===== src/hw/rtl/shs_pkg.sv =====
// Shared types, codes and the half-step table for the stepper half-step calibrator.
`default_nettype none

package shs_pkg;

  localparam int COUNT_BITS = 16;
  localparam int MOVE_BITS  = 16;
  localparam int ALIGN_BITS = 12;
  localparam int FIELD_BITS = 16;

  typedef enum logic [2:0] {
    FN_TICK       = 3'd0,
    FN_MOVE_CW    = 3'd1,
    FN_MOVE_ACW   = 3'd2,
    FN_OPTICAL    = 3'd3,
    FN_PIEZO      = 3'd4,
    FN_CALIBRATE  = 3'd5,
    FN_CLEAR_PILL = 3'd6
  } func_t;

  typedef enum logic [1:0] {
    MODE_IDLE = 2'd0,
    MODE_MOVE = 2'd1,
    MODE_CAL  = 2'd2
  } mode_t;

  // bit0 drives the first coil
  localparam logic [3:0] HALF_STEP_ROWS [8] = '{
    4'h1, 4'h3, 4'h2, 4'h6, 4'h4, 4'hC, 4'h8, 4'h9
  };

  typedef struct packed {
    logic                   fire;
    logic [2:0]             func;
    logic [MOVE_BITS-1:0]   count;
  } step_req_t;

  typedef struct packed {
    logic                   pill_seen;
    logic [FIELD_BITS-1:0]  rev_steps;
    logic [FIELD_BITS-1:0]  steps_per_rev;
    logic                   is_calibrated;
    logic                   busy_res;
    logic [3:0]             coils;
  } step_res_t;

endpackage

`default_nettype wire


===== src/hw/rtl/shs_core.sv =====
// Sequencer state and next-state logic: phase walk, move runs, calibration, tally.
`default_nettype none

module shs_core (
  input  wire logic                            clk,
  input  wire logic                            rst_n,
  input  wire logic                            cfg_wr_en,
  input  wire logic [shs_pkg::ALIGN_BITS-1:0]  cfg_wr_data,
  input  wire shs_pkg::step_req_t              req,
  output shs_pkg::step_res_t                   res
);

  logic [shs_pkg::ALIGN_BITS-1:0] align_r;
  logic [2:0]                     phase_r, phase_nxt;
  logic [3:0]                     coil_r, coil_nxt;
  logic [shs_pkg::MOVE_BITS-1:0]  left_r, left_nxt;
  logic                           acw_r, acw_nxt;
  shs_pkg::mode_t                 mode_r, mode_nxt;
  logic [1:0]                     edges_r, edges_nxt;
  logic [shs_pkg::COUNT_BITS-1:0] tally_r, tally_nxt;
  logic [shs_pkg::COUNT_BITS-1:0] latched_r, latched_nxt;
  logic                           cal_r, cal_nxt;
  logic                           pill_r, pill_nxt;

  shs_pkg::func_t                 func;
  logic                           do_step;
  logic                           step_acw;
  logic [1:0]                     edges_inc;

  assign func      = shs_pkg::func_t'(req.func);
  assign edges_inc = edges_r + 2'd1;

  always_comb begin
    phase_nxt   = phase_r;
    coil_nxt    = coil_r;
    left_nxt    = left_r;
    acw_nxt     = acw_r;
    mode_nxt    = mode_r;
    edges_nxt   = edges_r;
    tally_nxt   = tally_r;
    latched_nxt = latched_r;
    cal_nxt     = cal_r;
    pill_nxt    = pill_r;
    do_step     = 1'b0;
    step_acw    = 1'b0;

    unique case (func) inside
      shs_pkg::FN_TICK: begin
        if (mode_r == shs_pkg::MODE_MOVE) begin
          if (left_r != '0) begin
            do_step  = 1'b1;
            step_acw = acw_r;
            left_nxt = left_r - 1'b1;
          end
          if (left_nxt == '0) begin
            mode_nxt = shs_pkg::MODE_IDLE;
          end
        end else if (mode_r == shs_pkg::MODE_CAL) begin
          do_step = 1'b1;
        end
      end
      shs_pkg::FN_MOVE_CW, shs_pkg::FN_MOVE_ACW: begin
        if (mode_r == shs_pkg::MODE_IDLE) begin
          left_nxt = req.count;
          acw_nxt  = (func == shs_pkg::FN_MOVE_ACW);
          mode_nxt = (req.count != '0) ? shs_pkg::MODE_MOVE : shs_pkg::MODE_IDLE;
        end
      end
      shs_pkg::FN_OPTICAL: begin
        if (!cal_r) begin
          latched_nxt = tally_r;
        end
        tally_nxt = '0;
        if (mode_r == shs_pkg::MODE_CAL) begin
          if (edges_inc >= 2'd2) begin
            // second edge: calibrated, back off by the alignment distance
            cal_nxt   = 1'b1;
            edges_nxt = '0;
            left_nxt  = shs_pkg::MOVE_BITS'(align_r);
            acw_nxt   = 1'b1;
            mode_nxt  = (align_r != '0) ? shs_pkg::MODE_MOVE : shs_pkg::MODE_IDLE;
          end else begin
            edges_nxt = edges_inc;
          end
        end
      end
      shs_pkg::FN_PIEZO: begin
        pill_nxt = 1'b1;
      end
      shs_pkg::FN_CALIBRATE: begin
        if (mode_r == shs_pkg::MODE_IDLE) begin
          cal_nxt   = 1'b0;
          edges_nxt = '0;
          acw_nxt   = 1'b0;
          left_nxt  = '0;
          mode_nxt  = shs_pkg::MODE_CAL;
        end
      end
      shs_pkg::FN_CLEAR_PILL: begin
        pill_nxt = 1'b0;
      end
      default: begin
      end
    endcase

    // drive the current row, then walk the index
    if (do_step) begin
      coil_nxt = shs_pkg::HALF_STEP_ROWS[phase_r];
      if (step_acw) begin
        phase_nxt = phase_r + 3'd1;
      end else begin
        phase_nxt = phase_r - 3'd1;
        if (tally_r != '1) begin
          tally_nxt = tally_r + 1'b1;
        end
      end
    end
  end

  always_ff @(posedge clk) begin
    if (!rst_n) begin
      align_r <= '0;
    end else if (cfg_wr_en) begin
      align_r <= cfg_wr_data;
    end
  end

  always_ff @(posedge clk) begin
    if (!rst_n) begin
      phase_r   <= '0;
      coil_r    <= '0;
      left_r    <= '0;
      acw_r     <= 1'b0;
      mode_r    <= shs_pkg::MODE_IDLE;
      edges_r   <= '0;
      tally_r   <= '0;
      latched_r <= '0;
      cal_r     <= 1'b0;
      pill_r    <= 1'b0;
    end else if (req.fire) begin
      phase_r   <= phase_nxt;
      coil_r    <= coil_nxt;
      left_r    <= left_nxt;
      acw_r     <= acw_nxt;
      mode_r    <= mode_nxt;
      edges_r   <= edges_nxt;
      tally_r   <= tally_nxt;
      latched_r <= latched_nxt;
      cal_r     <= cal_nxt;
      pill_r    <= pill_nxt;
    end
  end

  // result reflects the state after this beat
  assign res.coils         = coil_nxt;
  assign res.busy_res      = (mode_nxt != shs_pkg::MODE_IDLE);
  assign res.is_calibrated = cal_nxt;
  assign res.steps_per_rev = shs_pkg::FIELD_BITS'(latched_nxt);
  assign res.rev_steps     = shs_pkg::FIELD_BITS'(tally_nxt);
  assign res.pill_seen     = pill_nxt;

  a_move_has_steps: assert property (@(posedge clk) disable iff (!rst_n)
    (mode_r == shs_pkg::MODE_MOVE) |-> (left_r != '0))
    else $error("move mode with no steps left");

  a_cal_no_steps: assert property (@(posedge clk) disable iff (!rst_n)
    (mode_r == shs_pkg::MODE_CAL) |-> (left_r == '0 && !cal_r))
    else $error("calibration with queued steps or calibrated flag");

  a_edges_below_two: assert property (@(posedge clk) disable iff (!rst_n)
    !edges_r[1])
    else $error("edge count reached two without completing");

  a_edge_clears_tally: assert property (@(posedge clk) disable iff (!rst_n)
    (req.fire && func == shs_pkg::FN_OPTICAL) |=> (tally_r == '0))
    else $error("optical edge did not clear tally");

endmodule

`default_nettype wire


===== src/hw/rtl/stepper_half_step_calibrator.sv =====
// Stepper half-step calibrator: input register, sequencer core, output register.
//
// Input stream: in_tuser carries the function code (tick, move cw/acw, optical
// edge, piezo edge, calibrate, clear pill), in_tdata the step count of a move.
// Every input beat yields exactly one output beat with the coil pattern, busy,
// calibrated flag, latched steps per revolution, running tally and pill flag,
// all as they stand after that beat has been applied.
// User must write alignment_steps via cfg_wr_en/cfg_wr_data only while idle; unchecked.
//
// A beat accepted into the input register is applied in the core and registered
// in the output register at the same edge, once the output may advance; out_tvalid rises
// with it. Throughput is one beat per cycle while out_tready does not hold the output.
// When out_tready is low the output register holds its beat and the input
// register may still take one beat; in_tready drops only when both are full.
// Reset (rst_n low, synchronous) clears both registers, the coils (all off),
// counters, flags and alignment_steps.
`default_nettype none

module stepper_half_step_calibrator (
  input  wire logic        clk,
  input  wire logic        rst_n,
  input  wire logic        in_tvalid,
  output logic             in_tready,
  input  wire logic [15:0] in_tdata,   // [15:0] step_count
  input  wire logic [2:0]  in_tuser,   // [2:0] func
  output logic             out_tvalid,
  input  wire logic        out_tready,
  output logic [39:0]      out_tdata,  // [3:0] coils, [4] busy_res, [5] is_calibrated,
                                       // [21:6] steps_per_rev, [37:22] rev_steps,
                                       // [38] pill_seen, [39] zero
  input  wire logic        cfg_wr_en,
  input  wire logic [11:0] cfg_wr_data
);

  logic                          in_vld_r;
  logic [2:0]                    in_func_r;
  logic [shs_pkg::MOVE_BITS-1:0] in_count_r;
  logic                          out_vld_r;
  shs_pkg::step_res_t            out_res_r;
  logic                          adv;
  shs_pkg::step_req_t            req;
  shs_pkg::step_res_t            res;

  assign adv       = !out_vld_r || out_tready;
  assign in_tready = !in_vld_r || adv;

  assign req.fire  = in_vld_r && adv;
  assign req.func  = in_func_r;
  assign req.count = in_count_r;

  always_ff @(posedge clk) begin
    if (!rst_n) begin
      in_vld_r <= 1'b0;
    end else if (in_tready) begin
      in_vld_r <= in_tvalid;
    end
  end

  always_ff @(posedge clk) begin
    if (in_tready && in_tvalid) begin
      in_func_r  <= in_tuser;
      in_count_r <= in_tdata;
    end
  end

  shs_core u_core (
    .clk         (clk),
    .rst_n       (rst_n),
    .cfg_wr_en   (cfg_wr_en),
    .cfg_wr_data (cfg_wr_data),
    .req         (req),
    .res         (res)
  );

  always_ff @(posedge clk) begin
    if (!rst_n) begin
      out_vld_r <= 1'b0;
    end else if (adv) begin
      out_vld_r <= in_vld_r;
    end
  end

  always_ff @(posedge clk) begin
    if (req.fire) begin
      out_res_r <= res;
    end
  end

  assign out_tvalid = out_vld_r;
  assign out_tdata  = {1'b0, out_res_r};

endmodule

`default_nettype wire


===== config.mk =====
export PLATFORM = sky130hd
export DESIGN_NAME = stepper_half_step_calibrator
export DESIGN_NICKNAME = d
export VERILOG_FILES = /design/src/hw/rtl/shs_pkg.sv /design/src/hw/rtl/shs_core.sv /design/src/hw/rtl/stepper_half_step_calibrator.sv
export SDC_FILE = /design/constraint.sdc
export NUM_CORES = 1
export LEC_CHECK = 0
export BUFFER_PORTS_ARGS = -buffer_cell sky130_fd_sc_hd__buf_4
export CAP_MARGIN = 30
export CORE_MARGIN = 10
export CORE_UTILIZATION = 34
export DETAILED_ROUTE_END_ITERATION = 8
export SYNTH_ARGS = -nofsm -noshare
export SYNTH_HDL_FRONTEND = slang
export SYNTH_SLANG_ARGS = --single-unit

===== constraint.sdc =====
create_clock -name clk -period 3.2 [get_ports clk]
set_input_delay 0.32 -clock clk [delete_from_list [all_inputs] [get_ports clk]]
set_output_delay 0.32 -clock clk [all_outputs]
set_load 0.02 [all_outputs]

==> flow_summary_export.csv, run 1 <==
group,metric,value,unit
run_status,status,"complete, no violations",
layout,layout.core_utilization,42.4,%
floorplanning,die_x_extent,159,microns
placement,placed_cells_incl_taps,1012,
critical_path,worst_setup_path_end_kind,"register",
critical_path,cell_chain_critical_path,"inv_1, ha_1, nor4b_2, and4_1, o32a_1, or3_4, or3_1, a21oi_1",
clocking,post_cts_resized,0,
timing,min_period,2.87,ns
detailed_routing,drt-wirelength-per-cell,16.4,microns
placement,io_buffer_count,76,
timing,max-slew-margin-rel,43.0,%
critical_path,worst_path_max_delay_cell,"o32a_1",
global_routing,number_of_antenna_violations_at_the_first_check_in_global_routing,0,
pwr,ir_drop,0.000414,V
layout,antenna-diode-count,0,
synth,synthCells,706,
critical_path,largest_fanout_on_the_critical_path,11,
floorplanning,io_pins,78,
synth,synth_flop_cell,"dfxtp_1",
synth,seq_total_area_yosys,49.6,%
critical_path,critical_path_startpoint_category,"register",
synth,async_reset_ff_share,0,%
synth,post_synth_edffs,58,
min_path,hold_path.class,"primary input to register",
placement,dpl.hpwl,11700,microns
critical_path,criticalPathCategory,"register to register",
detailed_routing,detailroute.via_count,5479,
timing,rsz0062_at_grt,"no",
floorplanning,floorplan.die_area,0.0253,sq mm
clocking,cts-htree-levels,4,
placement,gp_congestion,0.851,
timing,maxSlewViolCount,0,
critical_path,regToRegSetupSlack,0.33,ns
layout,syn2layout_area_growth,21.8,%
clocking,worst_skew_pair.late_latency,0.42,ns
synth,yosys.area.top_type_share,26.5,%
global_routing,groute.usage.overall,13.0,%
floorplanning,die_y_extent,159,microns
floorplanning,start_util,34.8,%
synth,ys_top_cells_by_area,"edfxtp_1, dfxtp_1, nand2_1",
flow_run,timing.max_cap.violations,0,
layout,mostFrequentLayoutCell,"buf_4",
synth,synthesis.yosys.warnings,0,
clocking,cts_hold_repair.buffers,0,
critical_path,cp_data_required_time,3.48,ns
timing,report.final.setup_viol,0,
clocking,worst_setup_hold_path_clk_slew,0.06,ns
pwr,static-leakage-power,2.97,nW
timing,hold_viol,0,
clocking,cts_tree,"yes",
synth,syn_avg_cell_area,9.31,sq um
global_routing,global_route_wire_length_before_repair,27400,microns
synth,synth_largest_area_cell,"edfxtp_1",
clocking,cts_made_buffers,17,
synth,synth_seq_cells,134,
timing,worstMarginPinSlew,0.854,ns
layout,drive_above_1_share,20.8,%
layout,most-common-layout-cells,"buf_4, nand2_1, dfxtp_1",
synth,synth_cell_types,67,
global_routing,via_count_of_the_first_global_routing_pass,5125,
timing,period_share,89.7,%
clocking,cts.repair_timing.setup_buffer_count,0,
floorplanning,design.core.area,0.0189,sq mm
layout,nets_finish,811,
detailed_routing,dr.first_iter.drc_count,462,
clocking,cts_max_path_buffers,2,
detailed_routing,vias_per_cell,5.25,
critical_path,cp_data_arrival_time,3.15,ns
global_routing,grt_remaining_overflow,0,
detailed_routing,drc,0,
critical_path,worst_path_largest_cell_delay,0.51,ns
timing,final.setup.tns,0,ns
layout,final.fill_count,1905,
clocking,cts_sinks,134,
clocking,cts_root_buffer,"clkbuf_16",
detailed_routing,drt_pre_antenna_iters,6,
global_routing,maximum_number_of_pins_on_one_net_before_global_route_repair,43,
detailed_routing,postRouteAntennaNets,0,
detailed_routing,totalWireLength,17100,microns
pwr,power-per-cell-area,548,mW/mm^2
timing,fin_worst_skew,0.00942,ns
floorplanning,rows,50,
timing,fmax,348,MHz
timing,hold_ws,0.0720,ns
layout,final_cell_count_no_fill,1044,
synth,syn_nets,746,
synth,syn_area,0.00658,sq mm
## worst max-delay path, delay by kind of cell, from the launching register on
family                     cells  cell delay, ns
buffers and inverters          1            0.07
and+or+nand+nor                4            1.34
adders and majority gates      1            0.26
AOI/OAI and AO/OA              2            0.65
DFF                            1            0.41
## power breakdown
part	switching, mW	internal (mW)
Clock	0.739	1.21
Combinational	0.330	0.216
Sequential	0.0520	1.84
## path summary, 6_finish.rpt
| path | start | end | depth (start not counted) |
|---|---|---|---|
| setup reg to reg | u_core.left_r[0] | out_tdata[29] | 8 |
| setup / recovery | u_core.left_r[0] | out_tdata[29] | 8 |
| hold reg to reg | u_core.latched_r[9] | u_core.latched_r[9] | 2 |
| hold / removal | in_tdata[9] | in_count_r[9] | 1 |
## registers in the layout, indices dropped and copies added, names as in the netlist
name              count
u_core.tally_r       16
in_func_r             3
u_core.mode_r         2
in_vld_r              1
u_core.align_r       12
u_core.pill_r         1
u_core.left_r        16
u_core.phase_r        3
u_core.coil_r         4
u_core.edges_r        2
out_tvalid            1
out_tdata            39
u_core.acw_r          1
u_core.latched_r     16
in_count_r           16
u_core.cal_r          1
## metal layers
metal  GRT usage [%]  up-vias  part of all wire, %  wire (microns)
li1                -     2726                    -               -
met1            17.7     2555                   48            8150
met2            19.5      180                   44            7560
met3            3.69       18                  6.5            1110
met4            4.21        0                  1.6             265
met5               0        -                    0               0
## cell type report
cell class / count / area (sq um) / area share [%]
clock inverters: 11 / 124 / 1.55
inverters: 14 / 52.6 / 0.656
multi-input cells: 510 / 3070 / 38.3
repair buffers: 94 / 706 / 8.81
flip-flops and latches: 134 / 3260 / 40.7
well taps: 260 / 325 / 4.06
clock buffers: 21 / 470 / 5.87
## cells in the mapped netlist, types with 4 or more instances
cell / count
edfxtp_1: 58
xor2_1: 8
a21oi_1: 57
buf_1: 6
o21a_1: 5
and3_1: 7
nor3b_1: 4
nand2b_1: 7
or3_1: 8
o41ai_1: 4
mux2i_1: 21
or4_1: 7
o22ai_1: 8
nand4_1: 13
inv_1: 11
nor4_1: 17
nor2b_1: 6
mux2_2: 23
a31oi_1: 10
o21ai_0: 46
and4_1: 6
nand2_1: 92
nor3_1: 12
a22oi_1: 8
buf_2: 7
nor2_1: 62
nand3_1: 24
dfxtp_1: 76
clkbuf_1: 32
xnor2_1: 4
## cells by family after synthesis
family                   Yosys count  synth area share, %
AND/OR/NAND/NOR                  281                 21.2
AO/OA/AOI/OAI                    168                 15.7
flip-flops                       134                 49.6
buffers and inverters             62                 3.86
multiplexers                      44                 7.14
XOR/XNOR                          12                 1.60
adder cells (fa/ha/maj)            4                0.875
other                              1               0.0570
## metrics by stage
stage / setup slack [ns] / cell area [sq um] / total power [mW]
2_1_floorplan: 0.555 / 6580 / 2.29
3_3_place_gp: 0.400 / 7410 / 2.47
3_5_place_dp: 0.296 / 7410 / 2.47
4_1_cts: 0.281 / 8000 / 4.42
5_1_grt: 0.167 / 8010 / 4.56
6_report: 0.330 / 8010 / 4.39
No activity file was read; power rests on OpenSTA's default activity.
==> run 2: changes to the inputs <==
Clock period 3.2 ns to 2.7 ns, I/O delays scaled along.
==> flow_summary_export.csv, run 2 (synthesis gave the netlist of run 1 again) <==
group,metric,value,unit
layout,most-common-layout-cells,"buf_4, nand2_1, dfxtp_1",
placement,dpl.hpwl,11800,microns
critical_path,critical_path_startpoint_category,"register",
run_status,status,"complete, no violations",
timing,rsz0062_at_grt,"no",
pwr,clk_pwr_share,43.7,%
critical_path,cp_data_arrival_time,2.88,ns
timing,min_period,2.60,ns
critical_path,criticalPathCategory,"register to register",
flow_run,timing.max_cap.violations,0,
timing,fin_worst_skew,0.00778,ns
clocking,worst_skew_pair.late_latency,0.42,ns
pwr,switchingPower,1.38,mW
clocking,cts.repair_timing.setup_buffer_count,0,
floorplanning,start_util,34.8,%
pwr,power-per-cell-area,644,mW/mm^2
layout,nets_finish,823,
detailed_routing,detailroute.via_count,5531,
placement,placed_area,0.00750,sq mm
global_routing,maximum_number_of_pins_on_one_net_before_global_route_repair,43,
clocking,cts_made_buffers,17,
timing,period_share,96.4,%
critical_path,timing.reg2reg.worst_path_depth,8,
pwr,cell_internal_pwr,3.84,mW
critical_path,worst_path_max_delay_cell,"o32a_1",
clocking,cts_root_buffer,"clkbuf_16",
detailed_routing,vias_per_cell,5.24,
critical_path,timing.critical_path.max_delay_family,"simple AND/OR/NAND/NOR gates",
floorplanning,design.core.area,0.0189,sq mm
layout,final.fill_count,1894,
clocking,cts_sinks,134,
pwr,p_total,5.22,mW
critical_path,largest_fanout_on_the_critical_path,6,
critical_path,worst_path_largest_cell_delay,0.44,ns
clocking,cts_tree,"yes",
pwr,static-leakage-power,3.02,nW
timing,worstMarginPinSlew,0.928,ns
pwr,sw_frac_of_total,26.5,%
timing,maxSlewViolCount,0,
layout,antenna-diode-count,0,
clocking,worst_setup_hold_path_clk_slew,0.06,ns
layout,drive_above_1_share,21.9,%
global_routing,grt_remaining_overflow,0,
min_path,hold_path.class,"primary input to register",
critical_path,cp.depth,8,
floorplanning,die_y_extent,159,microns
floorplanning,io_pins,78,
layout,syn2layout_area_growth,23.2,%
layout,layout.area.seq,0.00326,sq mm
global_routing,groute.usage.overall,13.1,%
timing,report.final.setup_viol,0,
critical_path,worst_setup_path_end_kind,"register",
placement,gp_congestion,0.875,
layout,final_design_area_no_fill,0.00810,sq mm
pwr,ir_drop,0.000435,V
global_routing,number_of_antenna_violations_at_the_first_check_in_global_routing,0,
placement,io_buffer_count,76,
floorplanning,floorplan.die_area,0.0253,sq mm
layout,mostFrequentLayoutCell,"buf_4",
layout,largest_register_ffs,39,
detailed_routing,postRouteAntennaNets,0,
timing,fmax,384,MHz
timing,final.setup.tns,0,ns
layout,multi_input_comb_area,0.00308,sq mm
layout,layout.core_utilization,42.9,%
detailed_routing,dr.first_iter.drc_count,427,
pwr,share_seq_of_total_power,43.1,%
detailed_routing,drt_pre_antenna_iters,5,
clocking,cts_hold_repair.buffers,0,
clocking,post_cts_resized,0,
min_path,worstHoldPathCells,1,
timing,hold_ws,0.0210,ns
detailed_routing,drc,0,
floorplanning,die_x_extent,159,microns
detailed_routing,drt-wirelength-per-cell,16.2,microns
critical_path,cell_chain_critical_path,"inv_1, ha_1, nor4b_2, and4_1, o32a_1, or3_4, or3_1, a21oi_1",
global_routing,via_count_of_the_first_global_routing_pass,5267,
clocking,cts-htree-levels,4,
timing,max-slew-margin-rel,37.9,%
critical_path,critPathBufInv,1,
global_routing,global_route_wire_length_before_repair,27500,microns
pwr,power_frac_comb,13.2,%
clocking,cts_max_path_buffers,2,
timing,hold_viol,0,
critical_path,cp_data_required_time,2.98,ns
floorplanning,rows,50,
detailed_routing,totalWireLength,17100,microns
[run 2: worst register-to-register path: cells and delay by family (launching register included)]
kind            cells  cell delay (ns)
compound gates      2             0.58
fa+ha+maj           1             0.19
buf+inv             1             0.06
flops               1             0.38
simple gates        4             1.24
[run 2: through the flow]
| stage | cells | worst slack, ns |
|---|---|---|
| finish | 1056 | 0.0984 |
| global route | 1056 | 0.0109 |
| CTS | 1056 | 0.126 |
| detailed placement | 1024 | 0.163 |
| global placement | 1024 | 0.202 |
| floorplan | 706 | 0.0546 |
[run 2: worst paths after layout]
check | end | slack, ns | start
setup / recovery | out_tdata[29] | 0.1 | u_core.left_r[1]
hold / removal | in_count_r[12] | 0.02 | in_tdata[12]
setup reg to reg | out_tdata[29] | 0.1 | u_core.left_r[1]
hold reg to reg | u_core.latched_r[0] | 0.45 | u_core.latched_r[0]
[run 2: power groups by stage]
stage	clock network, mW	logic (mW)	registers, mW
2_1_floorplan	0	0.418	2.29
3_3_place_gp	0	0.679	2.29
3_5_place_dp	0	0.676	2.29
4_1_cts	2.33	0.680	2.25
5_1_grt	2.41	0.757	2.25
6_report	2.28	0.689	2.25
[run 2: cell type report]
| type | instances | share of cell area (%) |
|---|---|---|
| sequential | 134 | 40.3 |
| multi-input combinational | 510 | 38.1 |
| timing repair buffer | 106 | 9.83 |
| clock buffer | 17 | 5.25 |
| tap | 260 | 4.02 |
| clock inverter | 15 | 1.89 |
| inverter | 14 | 0.649 |
[run 2: routing by layer]
layer	share of wire (%)	wire length, microns	GRT usage (%)	vias to the layer above
li1	-	-	-	2754
met1	48	8240	17.8	2610
met2	45	7670	19.6	153
met3	6.0	1020	3.64	14
met4	1.1	192	4.21	0
met5	0	0	0	-
